`src/hdl/gblur_ram.sv`:
```
// Generic single-write, single-read RAM with registered read data.
module gblur_ram #(
  parameter int WIDTH = 8,
  parameter int DEPTH = 256
) (
  input  logic                     clk,
  input  logic                     we,
  input  logic [$clog2(DEPTH)-1:0] waddr,
  input  logic [WIDTH-1:0]         wdata,
  input  logic                     re,
  input  logic [$clog2(DEPTH)-1:0] raddr,
  output logic [WIDTH-1:0]         rdata
);

  logic [WIDTH-1:0] mem_r [DEPTH];
  logic [WIDTH-1:0] rdata_r;

  always_ff @(posedge clk) begin
    if (we) begin
      mem_r[waddr] <= wdata;
    end
    if (re) begin
      rdata_r <= mem_r[raddr];
    end
  end

  assign rdata = rdata_r;

endmodule

```
`config.mk`:
```
export PLATFORM = sky130hd
export DESIGN_NAME = gblur_ram
export DESIGN_NICKNAME = d
export VERILOG_FILES = /design/src/hdl/gblur_ram.sv
export SDC_FILE = /design/constraint.sdc
export NUM_CORES = 2
export LEC_CHECK = 0
export ABC_AREA = 0
export BUFFER_PORTS_ARGS = -buffer_cell sky130_fd_sc_hd__buf_2
export CAP_MARGIN = 5
export CORE_ASPECT_RATIO = 0.75
export CORE_MARGIN = 2
export CORE_UTILIZATION = 35
export CTS_BUF_LIST = sky130_fd_sc_hd__clkbuf_4 sky130_fd_sc_hd__clkbuf_8
export CTS_CLUSTER_DIAMETER = 50
export DETAILED_ROUTE_END_ITERATION = 10
export REMOVE_ABC_BUFFERS = 1
export SYNTH_ARGS = -nofsm -noshare
export SYNTH_HDL_FRONTEND = slang
export SYNTH_SLANG_ARGS = --single-unit
```
`constraint.sdc`:
```
create_clock -name clk -period 3.6 [get_ports clk]
set_clock_uncertainty 0.15 [all_clocks]
set_input_delay 0.72 -clock clk [delete_from_list [all_inputs] [get_ports clk]]
set_output_delay 0.72 -clock clk [all_outputs]
set_load 0.005 [all_outputs]
```
==> impl_metrics.tcl <==
set metrics [dict create \
    status "finished clean" \
    multi_input_area_um2 16510 \
    cts.sinks 2056 \
    cts_hold_buf 1 \
    grtUsageTotal_pct 17.92 \
    postCtsSetupRepairBufs 0 \
    clk_pin_slew_ns 0.07 \
    synth.area.top_cells "edfxtp_1, mux4_2, mux2i_1" \
    syn_area_um2 79640 \
    period_minus_slack_ns 3.166 \
    drt-initial-drc-count 5349 \
    netlist.area_leader.share_pct 77.53 \
    ant_nets 0 \
    vdd_drop_max_mv 0.2946 \
    cp.required_ns 4.12 \
    seq_area_um2 61740 \
    die_w_um 554.8 \
    cpPeakStageDelay_ns 0.83 \
    avgSynthCellArea_um2 21.33 \
    drv_slew 0 \
    drive_gt1_share_pct 32.97 \
    ys_ff_latch 2056 \
    drcViolationCount 0 \
    area_growth_pct 16.80 \
    wire_per_inst_um 27.53 \
    cellPowerDensity_nw_per_um2 510.8 \
    end_kind "register" \
    clock.fmax_mhz 315.9 \
    grt_remaining_overflow 0 \
    fin_crit_sh_pct 87.94 \
    fin_nets 4439 \
    synth_edf_count 2056 \
    hpwl_um 133400 \
    synthFlopType "edfxtp_1" \
    worst_pin_slew_ns 1.072 \
    final_cell_mix "edfxtp_1, buf_4, mux4_2, clkbuf_8, nor2_1" \
    clockRootBuffer "clkbuf_8" \
    grt_pass1_wl_um 301300 \
    fin_util_pct 41.16 \
    whs_ns 0.1023 \
    ys_warn_count 0 \
    critical_path_class "in -> reg" \
    yosysTopAreaCell "edfxtp_1" \
    use_met2_pct 25.69 \
    yosysSeqAreaShare_pct 77.53 \
    coreArea_um2 226000 \
    p_leak_nw 29.62 \
    postCtsResizedCells 0 \
    pin_count 35 \
    io_buffer_count 34 \
    cp_max_fo 16 \
    routed_via_density 5.442 \
    crit_chain "buf_8, or2b_1, buf_12, o221ai_1, a21oi_1, nor3_1, nor4_1, buf_4, nor4_2" \
    finalSetupViolCount 0 \
    n_fill_cell 19882 \
    use_met3_pct 4.117 \
    grt.busiest_layer "met1" \
    maxCapViolations 0 \
    cts_max_path_buffers 4 \
    num_rows 151 \
    dieArea_um2 231400 \
    crit_arrival_ns 3.68 \
    htreeDepth 5 \
    synth_cells 3733 \
    ys_types 54 \
    cpMaxStageDelayCell "nor4_1" \
    hold_violations 0 \
    startpoint_type "input port" \
    maxSlewHeadroom_pct 28.52 \
    grt_max_degree 119 \
    cts_tree "built" \
    clock_latency_ns 0.92 \
    async_reset_ff_share_pct 0 \
    rsz0062_at_grt "false" \
    antenna_found_initial 17 \
    grt_pass1_vias 41066 \
    cp.buffers_inverters 3 \
    dr.pass1.iters 6 \
    die_y_um 417.1 \
    use_met1_pct 27.45 \
    initial_utilization_pct 35.24 \
    wirelength_um 210100 \
    crit_family "simple AND/OR/NAND/NOR gates" \
    cts_buffers 307 \
    num_vias 41540 \
    final_common_cell "edfxtp_1" \
    gp_congestion 0.8553 \
    holdCritPathClass "in -> reg" \
]
sequential cells by signal, summed over array words and instances, names as in the netlist:
signal  cells
rdata       8
mem_r    2048
routing by layer:
layer,share of wire [%],vias up
li1,-,17096
met1,44,22107
met5,0.016,-
met3,10,303
met4,2.0,4
met2,43,2030
power by group:
| part | switching, mW | leakage (nW) | internal, mW |
|---|---|---|---|
| clock network | 8.98 | 3.04 | 9.43 |
| logic | 1.67 | 8.10 | 1.02 |
| registers | 0.0238 | 18.5 | 26.4 |
synth_stat cells, types with 2 or more instances:
master / n
o211ai_1: 10
nand3_1: 34
buf_1: 22
o22a_1: 5
nor4_2: 3
mux4_2: 454
buf_8: 13
and3b_1: 2
nand4_1: 10
or2_2: 4
nand2_1: 33
a22oi_1: 133
nor4_1: 24
o32ai_1: 4
edfxtp_1: 2056
o221ai_1: 46
nor2b_1: 31
buf_4: 27
o21ai_0: 10
a2111oi_1: 2
o22ai_1: 28
clkbuf_1: 111
buf_2: 31
mux2i_1: 134
a221oi_1: 13
a2111oi_0: 2
o21ai_1: 2
a21oi_1: 96
buf_12: 8
nand2b_1: 8
mux4_1: 2
a211oi_1: 16
a311oi_1: 2
nor3_1: 22
buf_6: 21
a31oi_1: 2
nand3b_1: 2
and2_1: 6
a22o_1: 8
nor2_1: 282
area by class of cell:
cell class                      count  area share, %
Antenna cell                        6        0.01614
Clock buffer                      397          5.303
Clock inverter                    144         0.9174
Inverter                            2       0.008071
Multi-Input combinational cell   1442          17.75
Sequential cell                  2056          66.37
Tap cell                         2983          4.013
Timing Repair Buffer              603          5.617
cell families (layout without fill, tap and decap cells):
family / count (synthesis) / count (layout) / share of synthesized area [%]
muxes: 591 / 591 / 14.60
DFF: 2056 / 2056 / 77.53
AOI/OAI and AO/OA: 385 / 385 / 3.416
other: 0 / 6 / 0
and+or+nand+nor: 466 / 466 / 2.625
buffers and inverters: 235 / 1146 / 1.829
stage by stage:
stage	instance area (um2)	TNS, ns	worst slack [ns]	power (mW)	cells
floorplan	78190	0	0.2369	27.85	3500
global placement	87210	-1.896	-0.4551	29.58	7085
detailed placement	87210	-1.937	-0.4484	29.62	7085
CTS	93000	0	0.5362	47.93	7627
global route	93010	0	0.3418	49.04	7630
finish	93020	0	0.4342	47.51	7633
path summary, 6_finish.rpt:
path                       end    startpoint  cells past startpoint  slack [ns]
setup / recovery      rdata[0]      raddr[1]                      9        0.43
hold / removal    mem_r[82][2]      wdata[2]                      1        0.10
setup reg to reg      rdata[4]  mem_r[70][4]                      6        0.60
hold reg to reg       rdata[6]  mem_r[40][6]                      5        1.04
No activity file was read; power rests on OpenSTA's default activity.
