===== src/hdl/gblur_pkg.sv =====
// Shared constants, payload types and helper types of the 3x3 Gaussian blur.
package gblur_pkg;

  localparam int MAX_WIDTH  = 1024;
  localparam int MAX_HEIGHT = 1024;

  localparam int PIX_W     = 8;
  localparam int CFG_W     = 11;
  localparam int CFG_IDX_W = 2;
  localparam int COL_W     = $clog2(MAX_WIDTH);
  localparam int ROW_W     = $clog2(MAX_HEIGHT + 2);
  localparam int SUM_W     = PIX_W + 4;
  localparam int LINE_W    = 2 * PIX_W;

  localparam logic [CFG_W-1:0] WIDTH_RESET  = CFG_W'(320);
  localparam logic [CFG_W-1:0] HEIGHT_RESET = CFG_W'(240);

  localparam logic [CFG_IDX_W-1:0] REG_IMAGE_WIDTH  = CFG_IDX_W'(0);
  localparam logic [CFG_IDX_W-1:0] REG_IMAGE_HEIGHT = CFG_IDX_W'(1);

  typedef struct packed {
    logic [PIX_W-1:0] pixel_in;
    logic             drain;
  } in_item_t;

  typedef struct packed {
    logic [PIX_W-1:0] pixel_out;
    logic             frame_end;
  } out_item_t;

  // Which neighbors of the center pixel lie inside the frame.
  typedef struct packed {
    logic up;
    logic down;
    logic left;
    logic right;
  } border_t;

  // Window taps, row-major: 0..2 top row, 3..5 middle row, 6..8 bottom row.
  typedef logic [8:0][PIX_W-1:0] window_t;

endpackage


===== src/hdl/gblur_kernel.sv =====
// Weighted 1-2-1 / 2-4-2 / 1-2-1 sum over the window with border masking.
module gblur_kernel (
  input  gblur_pkg::window_t              win,
  input  gblur_pkg::border_t              border,
  output logic [gblur_pkg::PIX_W-1:0]     pixel
);

  localparam int SW = gblur_pkg::SUM_W;

  logic [SW-1:0] sum;

  always_comb begin
    sum = SW'({win[4], 2'b00});
    if (border.up) begin
      sum = sum + SW'({win[1], 1'b0});
      if (border.left) begin
        sum = sum + SW'(win[0]);
      end
      if (border.right) begin
        sum = sum + SW'(win[2]);
      end
    end
    if (border.down) begin
      sum = sum + SW'({win[7], 1'b0});
      if (border.left) begin
        sum = sum + SW'(win[6]);
      end
      if (border.right) begin
        sum = sum + SW'(win[8]);
      end
    end
    if (border.left) begin
      sum = sum + SW'({win[3], 1'b0});
    end
    if (border.right) begin
      sum = sum + SW'({win[5], 1'b0});
    end
  end

  // The full kernel weight is 16, so the result is the top bits of the sum.
  assign pixel = sum[SW-1:4];

endmodule

===== config.mk =====
export PLATFORM = sky130hd
export DESIGN_NAME = gblur_kernel
export DESIGN_NICKNAME = d
export VERILOG_FILES = /design/src/hdl/gblur_pkg.sv /design/src/hdl/gblur_kernel.sv
export SDC_FILE = /design/constraint.sdc
export NUM_CORES = 1
export LEC_CHECK = 0
export ABC_AREA = 0
export BUFFER_PORTS_ARGS = -buffer_cell sky130_fd_sc_hd__clkbuf_2
export CAP_MARGIN = 20
export CORE_UTILIZATION = 25
export DETAILED_ROUTE_END_ITERATION = 7
export GPL_ROUTABILITY_DRIVEN = 0
export PLACE_DENSITY = 0.47
export SLEW_MARGIN = 25
export SYNTH_ARGS = -nofsm -noshare
export SYNTH_HDL_FRONTEND = slang
export SYNTH_SLANG_ARGS = --single-unit

===== constraint.sdc =====
create_clock -name vclk -period 28.9
set_input_delay 4.335 -clock vclk [all_inputs]
set_output_delay 4.335 -clock vclk [all_outputs]
set_load 0.05 [all_outputs]

==> results.md, run 1 <==
- Syn Inst Count: ~500
- CP Max Fanout: 4
- Total core area: around 14000 um2
- Post-DR vias/cell: approximately 5
- Initial Util: about a quarter
- Synth area leader: ha_1
- Syn nets: between 600 and 700
- Placed wire-length estimate: about 9.0 mm
- Min Hold Slack: 9346 ps
- Crit. End Element: output port
- Setup bufs post-CTS: 0
- Final Setup Violations: 0
- Synth cell count leaders: 60 x ha_1, 49 x nor2_1, 48 x a21oi_1
- Drt drc: 0
- Total congestion overflow: 0
- Die Width: approximately 120 um
- Yosys Warn Count: 0
- Final Cycle Share: 60.35%
- Pre-antenna DRT Iters: 4
- Leak: just under 0.002 uW
- RSZ-0062 raised after global routing: false
- Seq/Total Area, Yosys: 0%
- Peak supply drop: between 0.03 and 0.04 mV
- Port bufs: 84
- Hold-fix buffers, CTS: 0
- Synth top area share: about a fifth
- Die area: 15300 um2
- Ports: between 80 and 90
- Most used cell, CP: ha_1
- Worst EP arrival: 13110 ps
- First-pass GRT wire length: roughly 17 mm
- Critical path type: in2out
- Max Freq: ~57 MHz
- Tmin final: ~17000 ps
- Top post-synthesis cells by area: ha_1 20%, a21oi_1 6.5%, o21ai_0 6.1%, xor2_1 5.9%, xnor2_1 5.4%
- Most frequent cell after synthesis: ha_1
- Tightest Pin Transition: 845.4 ps
- Vias: 3845
- Largest delay contributor family on the critical path: compound AO/OA/AOI/OAI gates
- Synthesized area: between 3000 and 4000 um2
- Syn avg cell area: around 7 um2
- Final Hold Viols: 0
- Largest stage delay on the critical path: 710 ps
- Worst hold path class: in2out
- Slew headroom: 43.64%
- Layout cell share with drive strength beyond 1: a little over 20%
- DR WL/cell: approximately 14 um
- Die Span Y: roughly 120 um
- Status: finished clean
- Synth-to-Final Area Change: 15.92%
- Resized Gates After CTS: 0
- CP bufs+invs: 5
- Clkbuf count: 0
- Largest net degree at the start of global routing: 43
- Max Cap Violations: 0
- Synth unique cells: 78
- Nets: ~730
- CP Launch Type: input pin
- Post-route ant nets: 0
- Antenna violations before repair: 0
- Setup TNS: 0 ps
- Max Slew Vio Count: 0
- P per Cell Area: roughly 71 nW/um2
- Cell Rows: 44
- Vias in the first global route: 3592
- Drt total wl: ~10 mm
- GR Util All Layers: 13.45%
- Register area: 0 um2
- # diodes: 0
- Critical Path RT: 24570 ps
- Crit-path slowest cell: o41ai_1
- Post-DP Area: roughly 4300 um2
- Seq cells: 0
- Finished Cell Area: 4292 um2
- DRT iter0 DRCs: ~150
## placed cells by master, fill, tap and decap left out, types with 6 or more instances in the layout
| cell type | count |
|---|---|
| nor2b_1 | 14 |
| a21oi_1 | 48 |
| xnor2_1 | 23 |
| clkbuf_2 | 84 |
| mux2_2 | 11 |
| mux2i_1 | 6 |
| a211oi_1 | 12 |
| o21ai_0 | 45 |
| nand2b_1 | 12 |
| nor3_1 | 8 |
| o21a_1 | 9 |
| xor2_1 | 25 |
| nand3_1 | 8 |
| ha_1 | 60 |
| fa_1 | 7 |
| inv_1 | 24 |
| o21ai_1 | 7 |
| nor2_1 | 49 |
| nand2_1 | 37 |
| a21o_1 | 12 |
## final timing paths
check	slack [ps]	cells after the start	end	startpoint
worst max-delay path	11460	37	pixel[7]	win[32]
worst min-delay path	9350	5	pixel[0]	win[43]
## layout make-up
cell class,instances,area [um2]
fillers,1609,10190
multi-input cells,474,3538
repair buffers,84,420.4
well taps,184,230.2
inverters,26,102.6
## report_power, final
part           switching (uW)  internal (uW)
combinational             182            122
sequential                  0              0
clock                       0              0
total                     182            122
## metrics by stage
step / utilization, % / power (uW) / worst slack [ps] / std cells
after floorplan: - / 249.8 / 12200 / 514
after global placement: 29.64 / 299.4 / 11510 / 768
after detailed placement: 29.64 / 304.4 / 11480 / 768
after CTS: 29.64 / 306.2 / 11440 / 768
after global routing: 29.64 / 342.6 / 10620 / 768
final: 29.64 / 304.3 / 11460 / 768
## cell families after synthesis
logic type | synth area share, %
adders and majority gates | 24.33
AOI/OAI and AO/OA | 29.61
buffers and inverters | 4.427
muxes | 5.272
and+or+nand+nor | 24.57
xor gates and xnor gates | 11.79
## routing by layer
layer / part of all wire, % / routed length, um / global-route usage (%) / vias to the layer above
met4: 0 / 0 / 0.1506 / 0
li1: - / - / - / 2039
met2: 49 / 5069 / 25.14 / 50
met3: 2.5 / 256 / 0.4121 / 0
met1: 49 / 5087 / 17.97 / 1756
met5: 0 / 0 / 0 / -
Power figures use the tool's default switching activity.
==> run 2, diff against run 1 <==
--- a/config.mk
+++ b/config.mk
@@ -11,7 +11,7 @@
 export CORE_UTILIZATION = 25
 export DETAILED_ROUTE_END_ITERATION = 7
 export GPL_ROUTABILITY_DRIVEN = 0
-export PLACE_DENSITY = 0.47
+export PLACE_DENSITY = 0.49
 export SLEW_MARGIN = 25
 export SYNTH_ARGS = -nofsm -noshare
 export SYNTH_HDL_FRONTEND = slang
==> constraint.sdc (replaced) <==
create_clock -name vclk -period 14.9
set_input_delay 2.235 -clock vclk [all_inputs]
set_output_delay 2.235 -clock vclk [all_outputs]
set_load 0.05 [all_outputs]
==> run 2 against run 1 <==
Core utilization unchanged. Critical path depth up 9. First-iteration DRC count up 2.0%. Die area unchanged. Final area unchanged. Largest power group unchanged. Worst setup slack worse by 9800 ps. Routed wire length down 1.3%. Sequential cell count unchanged. Cell count unchanged. Sequential share of layout area unchanged. Count of clock-buffer cells in the layout unchanged.
==> results.md, run 2 (same netlist as run 1, synthesis figures left out) <==
- GR Util All Layers: 13.52% (was 13.45%)
- CP Max Fanout: 5 (was 4)
- Post-DP Area: 4292 um2 (unchanged)
- Max Cap Violations: 0 (unchanged)
- Die area: 15300 um2 (unchanged)
- Nets: 729 (unchanged)
- Tightest Pin Transition: 869.4 ps (was 845.4 ps)
- Drt total wl: 10.28 mm (was 10.41 mm)
- Total core area: 14480 um2 (unchanged)
- Final Hold Viols: 0 (unchanged)
- Final Setup Violations: 0 (unchanged)
- Drt drc: 0 (unchanged)
- Largest stage delay on the critical path: 350 ps (was 710 ps)
- CP Launch Type: input pin (unchanged)
- Vias in the first global route: 3549 (was 3592)
- Commonest non-fill, non-tap cell in the layout: clkbuf_2 (unchanged)
- Antenna violations before repair: 0 (unchanged)
- Max Slew Vio Count: 0 (unchanged)
- Most used cell, CP: ha_1 (unchanged)
- # diodes: 0 (unchanged)
- Tmin final: approximately 13000 ps
- Multi-input logic area: 3538 um2 (unchanged)
- Hold-fix buffers, CTS: 0 (unchanged)
- Vias: 3781 (was 3845)
- Crit-path slowest cell: ha_1 (was o41ai_1)
- Die Span Y: 123.7 um (unchanged)
- Port bufs: 84 (unchanged)
- Leak: 0.001963 uW (unchanged)
- Critical path type: in2out (unchanged)
- Pre-antenna DRT Iters: 4 (unchanged)
- Synth-to-Final Area Change: 15.92% (unchanged)
- Largest net degree at the start of global routing: 43 (unchanged)
- Worst slack at placement: 1587 ps (was 11480 ps)
- Placed wire-length estimate: 8.879 mm (was 9.021 mm)
- Total congestion overflow: 0 (unchanged)
- Final Cycle Share: 89.14%
- RSZ-0062 raised after global routing: false (unchanged)
- First-pass GRT wire length: 16.79 mm (was 16.56 mm)
- DR WL/cell: 13.38 um (was 13.56 um)
- DRT iter0 DRCs: 156 (was 153)
- Register area: 0 um2 (unchanged)
- Post-route ant nets: 0 (unchanged)
- Hold endpoint: pixel[0] (unchanged)
- Ports: 84 (unchanged)
- Max Freq: 75.29 MHz
- Setup TNS: 0 ps (unchanged)
- Initial Util: 25.57% (unchanged)
- Commonest cells after routing, fill and taps aside: 84 x clkbuf_2, 60 x ha_1, 49 x nor2_1 (unchanged)
- Setup ws final: 1618 ps (was 11460 ps)
- Cell Rows: 44 (unchanged)
- Critical Path RT: 12660 ps (was 24570 ps)
- Setup bufs post-CTS: 0 (unchanged)
- Crit. End Element: output port (unchanged)
- Slew headroom: 42.04% (was 43.64%)
- Post-DR vias/cell: 4.923 (was 5.007)
- Resized Gates After CTS: 0 (unchanged)
- Layout cell share with drive strength beyond 1: 20.21% (unchanged)
- Clkbuf count: 0 (unchanged)
- Fill count: 1572 (was 1609)
- Worst EP arrival: 11050 ps (was 13110 ps)
- Seq cells: 0 (unchanged)
- Die Width: 123.7 um (unchanged)
- Finished Cell Area: 4292 um2 (unchanged)
- P per Cell Area: 137.6 nW/um2 (was 70.92 nW/um2)
- Worst hold stages: 5 (unchanged)
- Peak supply drop: 0.05450 mV (was 0.03186 mV)
- Worst hold path class: in2out (unchanged)
- Min-delay src: win[43] (unchanged)
- Status: finished clean (unchanged)
==> run 2: cell counts in the layout (fill, tap and decap cells not counted) <==
No cell type changed its count.
==> run 2: where the power goes <==
| group | internal [uW] | switching, uW | total, uW |
|---|---|---|---|
| sequential | 0 | 0 | 0 |
| combinational | 237 | 353 | 590 |
| clock | 0 | 0 | 0 |
==> run 2: cell type report <==
class / instances / share of cell area, %
Timing Repair Buffer: 84 / 9.796
Multi-Input combinational cell: 474 / 82.45
Inverter: 26 / 2.391
Tap cell: 184 / 5.364
==> run 2: how the worst max path moves through the flow <==
stage                 start        to  slack (ps)  cells after the start
floorplan            win[9]  pixel[7]        2400                     40
global placement    win[33]  pixel[7]        1740                     46
detailed placement  win[33]  pixel[7]        1590                     46
CTS                 win[33]  pixel[7]        1540                     46
global route        win[33]  pixel[7]         570                     46
finish              win[10]  pixel[7]        1620                     46
==> run 2: metal layers <==
layer  share of wire (%)  GRT usage (%)
met1                  48          17.72
met2                  50          25.76
met3                 2.7         0.4121
met4                   0              0
met5                   0              0
==> run 2: worst max-delay path: cells and delay by family <==
kind / cells / cell delay (ps)
AO/OA/AOI/OAI: 16 / 3010
XOR/XNOR: 6 / 900
adder cells (fa/ha/maj): 8 / 2560
buffers and inverters: 3 / 530
multiplexers: 2 / 350
AND/OR/NAND/NOR: 11 / 1460
==> run 2: stage by stage <==
stage               hold slack [ps]  instances  util, %  total power, uW
floorplan                      5045        514        -            484.6
global placement               5132        768    29.64            578.8
detailed placement             5170        768    29.64            589.9
CTS                            5172        768    29.64            593.3
global route                   5218        768    29.64            667.3
finish                         5159        768    29.64            590.5
==> run 3, diff against run 2 <==
==> constraint.sdc (replaced) <==
create_clock -name vclk -period 11.85
set_input_delay 1.7775 -clock vclk [all_inputs]
set_output_delay 1.7775 -clock vclk [all_outputs]
set_load 0.05 [all_outputs]
==> run 3 against run 2 <==
Worst setup slack got worse by 1300 ps. Via count rose by 6.1%. Largest cell class unchanged. Critical endpoint unchanged. Final area rose by 17%. Highest routed layer is now met4.
==> results.md, run 3 (same netlist as run 1, synthesis figures left out) <==
- Grt met1 use: 17.33% (was 17.72%)
- Worst EP arrival: 9740 ps (was 11050 ps)
- Status: finished clean (unchanged)
- Vias: 4011 (was 3781)
- Clkbuf count: 0 (unchanged)
- Max Slew Vio Count: 0 (unchanged)
- Drt total wl: 11.09 mm (was 10.28 mm)
- DR WL/cell: 13.69 um (was 13.38 um)
- GR Util met2: 25.24% (was 25.76%)
- Peak supply drop: 0.08932 mV (was 0.05450 mV)
- Ports: 84 (unchanged)
- Largest delay contributor family on the critical path: adder cells (was compound AO/OA/AOI/OAI gates)
- Total Power: 947.0 uW (was 590.5 uW)
- Post-DR vias/cell: 4.952 (was 4.923)
- Clk pwr share: 0% (about the same)
- Die Width: 123.7 um (unchanged)
- Placed wire-length estimate: 9.185 mm (was 8.879 mm)
- Switching share of power: 54.49% (was 59.82%)
- Post-route ant nets: 0 (unchanged)
- Total core area: 14480 um2 (unchanged)
- Final Hold Viols: 0 (unchanged)
- Leak: 0.002249 uW (was 0.001963 uW)
- Total congestion overflow: 0 (unchanged)
- P per Cell Area: 188.0 nW/um2 (was 137.6 nW/um2)
- Crit. End Element: output port (unchanged)
- Commonest non-fill, non-tap cell in the layout: clkbuf_2 (unchanged)
- Seq cells: 0 (unchanged)
- Antenna violations before repair: 0 (unchanged)
- Final Cycle Share: between 90% and 100%
- Multi-input logic area: 3944 um2 (was 3538 um2)
- Critical path type: in2out (unchanged)
- Pint: 431.0 uW (was 237.3 uW)
- Combinational cell fraction of total power: 100.0% (about the same)
- Met3 Use GR: 0.5952% (was 0.4121%)
- Drt drc: 0 (unchanged)
- Port bufs: 84 (unchanged)
- Tmin final: 11520 ps
- P_sw: 516.0 uW (was 353.2 uW)
- Most used routing layer: met2 (unchanged)
- DRT iter0 DRCs: 139 (was 156)
- CP Max Fanout: 5 (unchanged)
- Post-DP Area: 4509 um2 (was 4292 um2)
- GR Util All Layers: 13.41% (was 13.52%)
- Vias in the first global route: 3622 (was 3549)
- Commonest cells after routing, fill and taps aside: 82 x clkbuf_2, 48 x ha_1, 47 x nor2_1 (was 84 x clkbuf_2, 60 x ha_1, 49 x nor2_1)
- Cell Rows: 44 (unchanged)
- Tightest Pin Transition: 527.4 ps (was 869.4 ps)
- Final Setup Violations: 0 (unchanged)
- # diodes: 0 (unchanged)
- Largest stage delay on the critical path: 430 ps (was 350 ps)
- Crit-path slowest cell: fa_2 (was ha_1)
- Slew headroom: 64.84% (was 42.04%)
- Die area: 15300 um2 (unchanged)
- Setup TNS: 0 ps (unchanged)
- Critical Path RT: 10070 ps (was 12660 ps)
- Finished Cell Area: 5039 um2 (was 4292 um2)
- Synth-to-Final Area Change: 36.09% (was 15.92%)
- Die Span Y: 123.7 um (unchanged)
- Max Cap Violations: 0 (unchanged)
- CP bufs+invs: 3 (unchanged)
- Layout cell share with drive strength beyond 1: 35.46% (was 20.21%)
- Worst hold path class: in2out (unchanged)
- Reg power frac: 0% (about the same)
- Non-Filler Instances: 810 (was 768)
- Dpl cells: 795 (was 768)
- Pre-antenna DRT Iters: 4 (unchanged)
- Max Freq: around 87 MHz
- Initial Util: 25.57% (unchanged)
- Fill count: 1528 (was 1572)
- CP Launch Type: input pin (unchanged)
- Register area: 0 um2 (unchanged)
- First-pass GRT wire length: 16.61 mm (was 16.79 mm)
- Nets: 771 (was 729)
- Largest net degree at the start of global routing: 27 (was 43)
run 3: cell types whose count changed in the layout (fill, tap and decap cells not counted), sizes merged:
cell / before / now
buf: 0 / 43
clkbuf: 84 / 83
run 3: per-layer routing:
layer | vias to the layer above | share of wire, %
met3 | 4 | 2.4
met2 | 56 | 51
met1 | 1830 | 46
met5 | - | 0
li1 | 2121 | -
met4 | 0 | 0.48
run 3: stage by stage:
stage	setup slack (ps)	hold slack, ps	util [%]
2_1_floorplan	265.3	4130	-
3_3_place_gp	-52.89	4215	31.14
3_5_place_dp	-185.2	4245	31.14
4_1_cts	46.86	4245	31.39
5_1_grt	-152.7	4276	34.80
6_report	328.6	4239	34.80
run 3: power by group through the flow:
stage                     combinational, uW  sequential, uW  clock, uW
after global placement                  780               0          0
after global routing                   1040               0          0
after floorplan                         609               0          0
final                                   947               0          0
after detailed placement                795               0          0
after CTS                               808               0          0
run 3: repair_timing:
item / CTS / global route
pin swaps: 3 / 50
buffers inserted: 2 / 13
hold buffers: 0 / 0
gates resized for setup: 8 / 89
endpoints found under the setup margin: 1 / 4
run 3: cell type report:
cell class,instances,area share (%)
tap,184,4.569
multi-input combinational,474,78.27
timing repair buffer,126,15.12
inverter,26,2.036
run 3: worst paths after layout:
check | endpoint | slack, ps | startpoint | cells after the start
worst max-delay path | pixel[7] | 330 | win[32] | 44
worst min-delay path | pixel[0] | 4240 | win[43] | 5
